**src/rtl/qrs_sqrt_cell.sv**
```systemverilog
// one digit-by-digit square root cell: resolves one root bit per clock
`default_nettype none

module qrs_sqrt_cell #(
  parameter int SW     = 49,
  parameter int SIDE_W = 8
) (
  input  wire logic                clk,
  input  wire logic                rst,
  input  wire logic                in_valid,
  input  wire logic [2*SW-1:0]     in_rad,
  input  wire logic [SW:0]         in_rem,
  input  wire logic [SW-1:0]       in_root,
  input  wire logic [SIDE_W-1:0]   in_side,
  output logic                     out_valid,
  output logic [2*SW-1:0]          out_rad,
  output logic [SW:0]              out_rem,
  output logic [SW-1:0]            out_root,
  output logic [SIDE_W-1:0]        out_side
);

  logic [SW+2:0] rem_sh;
  logic [SW+2:0] trial;
  logic [SW+2:0] diff;
  logic [SW:0]   rem_next;
  logic [SW-1:0] root_next;

  always_comb begin
    rem_sh = {in_rem, in_rad[2*SW-1:2*SW-2]};
    trial  = {1'b0, in_root, 2'b01};
    diff   = rem_sh - trial;
    if (rem_sh >= trial) begin
      rem_next  = diff[SW:0];
      root_next = {in_root[SW-2:0], 1'b1};
    end else begin
      rem_next  = rem_sh[SW:0];
      root_next = {in_root[SW-2:0], 1'b0};
    end
  end

  always_ff @(posedge clk) begin
    if (rst) begin
      out_valid <= 1'b0;
    end else begin
      out_valid <= in_valid;
    end
    out_rad  <= {in_rad[2*SW-3:0], 2'b00};
    out_rem  <= rem_next;
    out_root <= root_next;
    out_side <= in_side;
  end

endmodule

`default_nettype wire

```
**config.mk**
```make
export PLATFORM = sky130hd
export DESIGN_NAME = qrs_sqrt_cell
export DESIGN_NICKNAME = d
export VERILOG_FILES = /design/src/rtl/qrs_sqrt_cell.sv
export SDC_FILE = /design/constraint.sdc
export NUM_CORES = 1
export LEC_CHECK = 0
export BUFFER_PORTS_ARGS = -buffer_cell sky130_fd_sc_hd__buf_2
export CAP_MARGIN = 40
export CORE_AREA = 2 2 162 164
export DETAILED_ROUTE_END_ITERATION = 8
export DIE_AREA = 0 0 164 166
export PLACE_DENSITY = 0.71
export SYNTH_ARGS = -nofsm -noshare
export SYNTH_HDL_FRONTEND = slang
export SYNTH_SLANG_ARGS = --single-unit
```
**constraint.sdc**
```tcl
create_clock -name clk -period 6 [get_ports clk]
set_input_delay 0.3 -clock clk [delete_from_list [all_inputs] [get_ports clk]]
set_output_delay 0.3 -clock clk [all_outputs]
set_load 0.05 [all_outputs]
```
==> reports/metrics.csv <==
stage,metric,value,unit
place,Placer Congestion,0.855,
finish,Final #Nets,1603,
finish,most frequent cells in the layout,"buf_2, dfxtp_1, dlygate4sd3_1",
status,status,completed,
floorplanning,Starting Density,32.0,%
worst_setup_path,"Data arrival, critical path",4140,ps
worst_setup_path,CP Max Fanout,44,
hold_path,hold endpoint,out_rem[35]$_DFF_P_,
power_and_ir_drop,Power Density,333,nW/um2
global_route,GRT Util Overall,21.2,%
global_route,largest net degree at the start of global routing,45,
finish,Layout Utilization,50.1,%
finish,register area,4080,um2
floorplanning,row count,59,
synthesis,Syn. warnings,0,
global_route,total global routing overflow,0,
finish,"commonest non-fill, non-tap cell in the layout",buf_2,
global_route,vias in the first global route,8062,
hold_path,Hold Crit Depth,2,
finish,Multi-input gate area,3620,um2
worst_setup_path,CP Launch Type,input pin,
synthesis,Unique masters post-synth,70,
worst_setup_path,Crit. End Element,register,
synthesis,register area share after synthesis,49.9,%
drt,detailed-route vias per instance,4.65,
run,max cap viols,0,
synthesis,top_reg_cell synth,dfxtp_1,
drt,post-DR wirelength/cell,18.1,um
floorplanning,Placeable Area,25600,um2
worst_setup_path,Setup Crit Path Kind,in2reg,
synthesis,Synth Cell Area,8190,um2
clock_tree,CTS sink count,204,
sta,Fmax achieved,266,MHz
power_and_ir_drop,cell leakage power,6.31,nW
sta,Tcrit/Tclk final,62.6,%
drt,total number of vias,7894,
sta,fin worst setup slack,2240,ps
drt,1st-iter DRT viols,506,
place,Place WS,2240,ps
clock_tree,Inserted Clock Buffers,23,
synthesis,Avg Inst Size Synth,10.5,um2
synthesis,Seq cells post-synth,204,
finish,area grow syn2layout,56.7,%
sta,fin crit period,3760,ps
sta,final hold viol count,0,
worst_setup_path,endpoint required time on the critical path,6390,ps
drt,final wirelength,30700,um
clock_tree,clk slew on worst S/H paths,60,ps
synthesis,Syn Inst Count,777,
sta,Setup Viol. Count Final,0,
floorplanning,IO Pins,414,
global_route,initial antenna violation count,8,
finish,Fillers,2258,
power_and_ir_drop,Peak VDD IR,0.218,mV
place,port bufs,411,
synthesis,ys async rst share,0,%
finish,layout cells sized above 1,37.5,%
finish,post-route insts no fill,1699,
sta,RSZ-0062 raised after global routing,no,
drt,DRT antenna net count,0,
hold_path,HP Start,in_rem[33],
drt,DRC viols,0,
floorplanning,die area,27200,um2
clock_tree,H-tree levels,1,
floorplanning,Die Width,164,um
synthesis,"EDFF count, synth",0,
clock_tree,CTS tree,built,
clock_tree,Clock Tree Buf Depth,3,
place,placed cells,1500,
floorplanning,die height,166,um
clock_tree,Root Driver,clkbuf_16,
sta,"Slew Viols, Final",0,
clock_tree,CTS resizes,0,
sta,Least-Margin Pin Slew,689,ps
drt,DRT Pass-1 Iters,5,
sta,Fin Setup TNS,0,ps
global_route,first-pass GRT wire length,44300,um
sta,Slew HR,53.7,%
place,HPWL Detailed,22900,um
hold_path,worst hold path type,in2reg,
-- metrics by stage --
step | cell area (um2) | hold WS [ps] | total power, mW
global route | 12800 | 23.1 | 4.44
CTS | 12800 | 18.1 | 4.30
finish | 12800 | 37.5 | 4.27
global placement | 10500 | 402 | 2.71
detailed placement | 10500 | 404 | 2.72
floorplan | 8190 | 328 | 2.41
-- repair_timing --
action                    CTS  global route
hold endpoints to repair  153             0
hold buffers              154             0
setup buffers               0             0
-- power by group --
group / total (mW) / leakage [nW] / switching (mW) / internal (mW)
Clock: 1.49 / 0.395 / 0.594 / 0.899
Sequential: 1.52 / 1.72 / 0.0357 / 1.48
Combinational: 1.26 / 4.19 / 0.841 / 0.418
-- registers in the layout, summed over array words and instances, names as in the netlist --
| register | cells |
|---|---|
| out_rad | 96 |
| out_rem | 50 |
| out_root | 49 |
| out_side | 8 |
| out_valid | 1 |
-- synth_stat cells (6+ instances only) --
master	instances	area (um2)
ha_1	51	638
a21o_1	23	173
xor2_1	15	131
nor2_1	25	93.8
a21oi_1	70	350
buf_2	9	45.0
o21ai_1	15	75.1
buf_6	8	90.1
o21a_1	9	67.6
xnor2_1	26	228
inv_1	70	263
nand3_1	18	90.1
o21ai_0	21	105
o21bai_1	6	45.0
nand2_1	45	169
dfxtp_1	204	4080
mux2_4	30	450
nor2b_1	7	43.8
o31ai_1	9	67.6
nor3_1	18	90.1
nand4_1	11	68.8
-- layer usage --
| metal | GRT usage, % | part of all wire [%] | wire (um) | up-vias |
|---|---|---|---|---|
| met4 | 10.9 | 5.3 | 1640 | 8 |
| met3 | 5.22 | 7.0 | 2140 | 92 |
| li1 | - | - | - | 3834 |
| met5 | 0 | 0.19 | 58 | - |
| met1 | 22.7 | 38 | 11500 | 3628 |
| met2 | 38.2 | 50 | 15400 | 332 |
-- critical path, cell delays in order --
cell           delay [ps]
dlygate4sd3_1         510
buf_2                 110
inv_1                  40
ha_1                  420
nand4_2               200
nor4_2                490
a21boi_1              260
o21ai_1               140
a21oi_1               210
o21a_1                440
nor2_8                120
inv_6                 440
mux2_2                400
-- logic make-up after synthesis --
| kind of cell | synth area share, % |
|---|---|
| flops | 49.9 |
| compound gates | 16.4 |
| simple gates | 9.38 |
| buf+inv | 5.96 |
| fa+ha+maj | 7.79 |
| xor+xnor | 4.39 |
| mux | 6.19 |
| other cells | 0.0458 |
-- layout make-up --
cell class	instances	area share [%]
sequential	204	31.8
tap	335	3.27
antenna	4	0.0780
clock inverter	16	1.66
timing repair buffer	566	28.1
multi-input combinational	476	28.2
inverter	73	2.23
clock buffer	25	4.62
-- how the worst max path moves through the flow --
stage / slack [ps] / startpoint / cells after the start / end
6_report: 2240 / in_root[19] / 13 / out_rem[5]$_DFF_P_
4_1_cts: 2250 / in_root[19] / 13 / out_rem[5]$_DFF_P_
3_5_place_dp: 2240 / in_rem[18] / 11 / out_rem[49]$_DFF_P_
5_1_grt: 1960 / in_root[11] / 13 / out_rem[5]$_DFF_P_
2_1_floorplan: 3290 / in_root[15] / 14 / out_rem[10]$_DFF_P_
3_3_place_gp: 2290 / in_rem[18] / 11 / out_rem[5]$_DFF_P_
No activity file was read; power rests on OpenSTA's default activity.
