`src/rtl/qrs_div_cell.sv`:
```
// one restoring divide cell: one quotient bit per clock for two dividends over one divisor
`default_nettype none

module qrs_div_cell #(
  parameter int NW     = 34,
  parameter int DVW    = 17,
  parameter int SIDE_W = 4
) (
  input  wire logic              clk,
  input  wire logic              rst,
  input  wire logic              in_valid,
  input  wire logic [DVW-1:0]    in_den,
  input  wire logic [NW-1:0]     in_num1,
  input  wire logic [DVW-1:0]    in_rem1,
  input  wire logic [NW-1:0]     in_num2,
  input  wire logic [DVW-1:0]    in_rem2,
  input  wire logic [SIDE_W-1:0] in_side,
  output logic                   out_valid,
  output logic [DVW-1:0]         out_den,
  output logic [NW-1:0]          out_num1,
  output logic [DVW-1:0]         out_rem1,
  output logic [NW-1:0]          out_num2,
  output logic [DVW-1:0]         out_rem2,
  output logic [SIDE_W-1:0]      out_side
);

  logic [DVW:0]   sh1, sh2, d1, d2, den_x;
  logic           ge1, ge2;

  always_comb begin
    den_x = {1'b0, in_den};
    sh1   = {in_rem1, in_num1[NW-1]};
    sh2   = {in_rem2, in_num2[NW-1]};
    ge1   = sh1 >= den_x;
    ge2   = sh2 >= den_x;
    d1    = sh1 - den_x;
    d2    = sh2 - den_x;
  end

  always_ff @(posedge clk) begin
    if (rst) begin
      out_valid <= 1'b0;
    end else begin
      out_valid <= in_valid;
    end
    out_den  <= in_den;
    out_num1 <= {in_num1[NW-2:0], ge1};
    out_num2 <= {in_num2[NW-2:0], ge2};
    out_rem1 <= ge1 ? d1[DVW-1:0] : sh1[DVW-1:0];
    out_rem2 <= ge2 ? d2[DVW-1:0] : sh2[DVW-1:0];
    out_side <= in_side;
  end

endmodule

`default_nettype wire
```
`config.mk`:
```
export PLATFORM = sky130hd
export DESIGN_NAME = qrs_div_cell
export DESIGN_NICKNAME = d
export VERILOG_FILES = /design/src/rtl/qrs_div_cell.sv
export SDC_FILE = /design/constraint.sdc
export NUM_CORES = 1
export LEC_CHECK = 0
export BUFFER_PORTS_ARGS = -buffer_cell sky130_fd_sc_hd__clkbuf_2
export CAP_MARGIN = 20
export CORE_MARGIN = 10
export CORE_UTILIZATION = 45
export CTS_CLUSTER_SIZE = 28
export DETAILED_ROUTE_END_ITERATION = 16
export GPL_TIMING_DRIVEN = 0
export PLACE_DENSITY_LB_ADDON = 0.08
export SLEW_MARGIN = 40
export SYNTH_ARGS = -nofsm -noshare
export SYNTH_HDL_FRONTEND = slang
export SYNTH_SLANG_ARGS = --single-unit
```
`constraint.sdc`:
```
create_clock -name clk -period 2.75 [get_ports clk]
set_input_delay 0.275 -clock clk [delete_from_list [all_inputs] [get_ports clk]]
set_output_delay 0.275 -clock clk [all_outputs]
set_load 0.01 [all_outputs]
```
==> results by group <==
Global route
  – Remaining global-route overflow: 0
  – Gr usage total: 23.4%
  – Initial antenna violation count: 1
  – Largest net degree at the start of global routing: 17
  – First-pass GRT wire length: 27.2 mm
  – Vias in the first global route: 5013

Die
  – Die height: 122 um
  – Core ar.: 10200 um^2
  – I/O pin cnt: 250
  – Num rows: 37
  – Starting Density: 45.6%
  – Die X: 122 um
  – DIE AREA: 14800 um^2

Critical path
  – CP delay by family, top: buffers and inverters
  – Critical-path cell list: dlygate4sd3_1 > clkbuf_2 > inv_1 > ha_1 > clkbuf_1 > nand4_1 > nor4_1 > nor3_1 > a21oi_4 > buf_6 > mux2_1
  – CP max FO: 10
  – Worst path slowest cell: dlygate4sd3_1
  – CP arrival: 3.03 ns
  – Critical path class: in2reg
  – WP buf/inv: 5
  – Startpoint types: input port
  – Worst setup EP type: register
  – Worst Path Required: 3.15 ns
  – CP peak stage delay: 0.54 ns

Timing
  – Worst rel slew slack: 67.3%
  – Highest clock rate: 0.379 GHz
  – Unrepaired setup endpoints after global routing: true
  – Final hold vios: 0
  – Hold slack: 0.0105 ns
  – Final Max Tran Viols: 0
  – Worst Tran Pin Value: 0.488 ns
  – Crit share post-route: 95.9%
  – Final-report setup violation count: 0
  – Min Tclk post-route: 2.64 ns

Placement
  – IO Port Bufs: 249
  – Post-detail-place hpwl: 12.2 mm
  – Placed cells: 826
  – RD Place Congestion: 0.856
  – Placed instance area: 6080 um^2

Drt
  – Routed vias: 4658
  – Vias/cell: 4.90
  – Router iterations before antenna repair: 6
  – Post-DRT Antenna Nets: 0
  – Routed WL: 17.7 mm
  – # DRC: 0
  – 1st-iter DRT viols: 229
  – Drt wl/cell: 18.7 um

Layout
  – Area delta synth->final: 62.1%
  – # fillers: 722
  – Nets: 962
  – Share of layout cells above drive strength 1: 38.0%
  – Layout Cells excl Fill: 950
  – Design area: 7560 um^2

Clock tree
  – H-tree lvl count: 4
  – Clk slew on worst S/H paths: 0.06 ns
  – TritonCTS Buffers: 17
  – CTS tree: done
  – Total setup buffers inserted after CTS: 0
  – Root buf cell: clkbuf_8
  – Clock Sink Count: 124
  – Max clock buf depth: 2

Pwr
  – Max VDD drop: 0.381 mV
  – PD cells: 689 nW/um^2
  – Leak Pwr: 3.74 nW
  – Overall Power: 5.21 mW

Logic synthesis
  – Top_reg_cell synth: dfxtp_1
  – Syn_area_per_cell: 10.6 um^2
  – Synthesized cell area: 4670 um^2
  – Post-Syn Nets: 603
  – #FFs+latches synth: 124
  – Mapped Cells: 441
  – EDFF count, synth: 0
  – Seq/Total Area, Yosys: 53.2%
  – Synthesis Warnings: 0
  – Ys async rst share: 0%
  – Yosys cell types: 53

Worst hold path
  – Hold Path Class: in2reg
  – Hold path cells: 3
  – Hold EP: out_rem2[16]$_DFF_P_
  – HP Start: in_rem2[15]

Outcome
  – Status: finished, final reports clean

Flow run
  – Max_cap viols: 0
-- layout by cell type (no fill, tap or decap), types with 5 or more instances in the layout --
cell type	Yosys	final
clkbuf_2	1	250
dlygate4sd3_1	0	91
clkbuf_16	0	16
buf_2	6	6
nand2_1	17	17
dfxtp_1	124	124
ha_1	34	34
nor3_1	9	9
xnor2_1	18	18
o21a_1	5	5
a21o_1	13	13
mux2_2	12	12
xor2_1	7	7
nand3_1	7	7
a21oi_1	46	46
inv_1	27	27
o21ai_0	8	8
clkinvlp_4	0	5
nand4_1	8	8
nor2_1	31	31
-- layer usage --
layer	vias to the layer above	track usage, %	wire length (um)
met2	185	42.3	9230
met5	-	0	0
li1	2286	-	-
met4	0	8.79	375
met3	28	7.35	1340
met1	2159	24.9	6780
-- power breakdown --
part / switching [mW] / internal [mW] / total (mW)
Sequential: 0.0549 / 1.98 / 2.04
Clock: 0.847 / 1.22 / 2.07
Combinational: 0.583 / 0.524 / 1.11
-- flip-flops by register name, summed over array words and instances (netlist names) --
name,count
out_num2,34
out_rem1,17
out_rem2,17
out_valid,1
out_den,17
out_num1,34
out_side,4
-- timing repair --
action | in CTS | in global routing
gates resized for setup | 0 | 2
hold endpoints to repair | 90 | 0
endpoints found under the setup margin | 0 | 28
hold buffers | 91 | 0
-- worst max-delay path by stage --
stage / start / endpoint / slack (ns) / cells past startpoint
2_1_floorplan: in_num1[33] / out_rem1[12]$_DFF_P_ / 0.46 / 10
4_1_cts: in_den[11] / out_rem2[15]$_DFF_P_ / 0.009 / 11
6_report: in_den[11] / out_rem2[15]$_DFF_P_ / 0.11 / 11
3_5_place_dp: in_den[5] / out_rem2[15]$_DFF_P_ / -0.02 / 9
3_3_place_gp: in_den[11] / out_rem2[15]$_DFF_P_ / 0.02 / 10
5_1_grt: in_den[11] / out_rem2[15]$_DFF_P_ / -0.03 / 11
-- Yosys cell counts (2+ instances only) --
cell type / n / area share [%]
buf_2: 6 / 0.64
xnor2_1: 18 / 3.4
nor4_1: 2 / 0.27
clkbuf_1: 3 / 0.24
xor2_1: 7 / 1.3
a21o_1: 13 / 2.1
nor2_1: 31 / 2.5
or3_1: 4 / 0.54
a21oi_1: 46 / 4.9
a211oi_1: 4 / 0.64
o311ai_0: 2 / 0.38
inv_1: 27 / 2.2
and3_1: 3 / 0.40
o211ai_1: 2 / 0.32
o21ai_1: 3 / 0.32
a21boi_0: 3 / 0.48
nor2b_1: 2 / 0.27
mux2i_1: 2 / 0.43
fa_1: 2 / 0.86
nor3_1: 9 / 0.97
ha_1: 34 / 9.1
nand4_1: 8 / 1.1
nand3b_1: 2 / 0.32
a31oi_1: 4 / 0.54
nand2_1: 17 / 1.4
o21bai_1: 4 / 0.64
nand3_1: 7 / 0.75
nand2b_1: 2 / 0.27
o2111ai_1: 2 / 0.38
o21a_1: 5 / 0.80
mux2_2: 12 / 2.9
a31o_2: 2 / 0.38
a221oi_2: 2 / 0.64
dfxtp_1: 124 / 53
o21ai_0: 8 / 0.86
a22oi_1: 2 / 0.32
-- stage by stage --
step | setup TNS, ns | utilization, % | worst slack (ns)
after floorplan | 0 | - | 0.462
after global placement | 0 | 59.5 | 0.0249
after detailed placement | -0.0202 | 59.5 | -0.0202
after CTS | 0 | 73.7 | 0.00856
after global routing | -0.0349 | 73.9 | -0.0349
final | 0 | 73.9 | 0.114
-- layout make-up --
cell class | count | area, um^2 | area share [%]
Clock buffer | 19 | 432 | 5.71
Timing Repair Buffer | 340 | 2160 | 28.5
Inverter | 27 | 101 | 1.34
Buffer | 12 | 65.1 | 0.860
Tap cell | 136 | 170 | 2.25
Antenna cell | 1 | 2.50 | 0.0331
Clock inverter | 13 | 118 | 1.55
Sequential cell | 124 | 2480 | 32.8
Multi-Input combinational cell | 278 | 2040 | 26.9
-- logic make-up after synthesis --
logic type	synth area share, %
buf+inv	3.57
simple gates	8.93
xor+xnor	4.69
mux	3.89
fa+ha+maj	9.97
flops	53.2
compound gates	15.8
No activity file was read; power rests on OpenSTA's default activity.
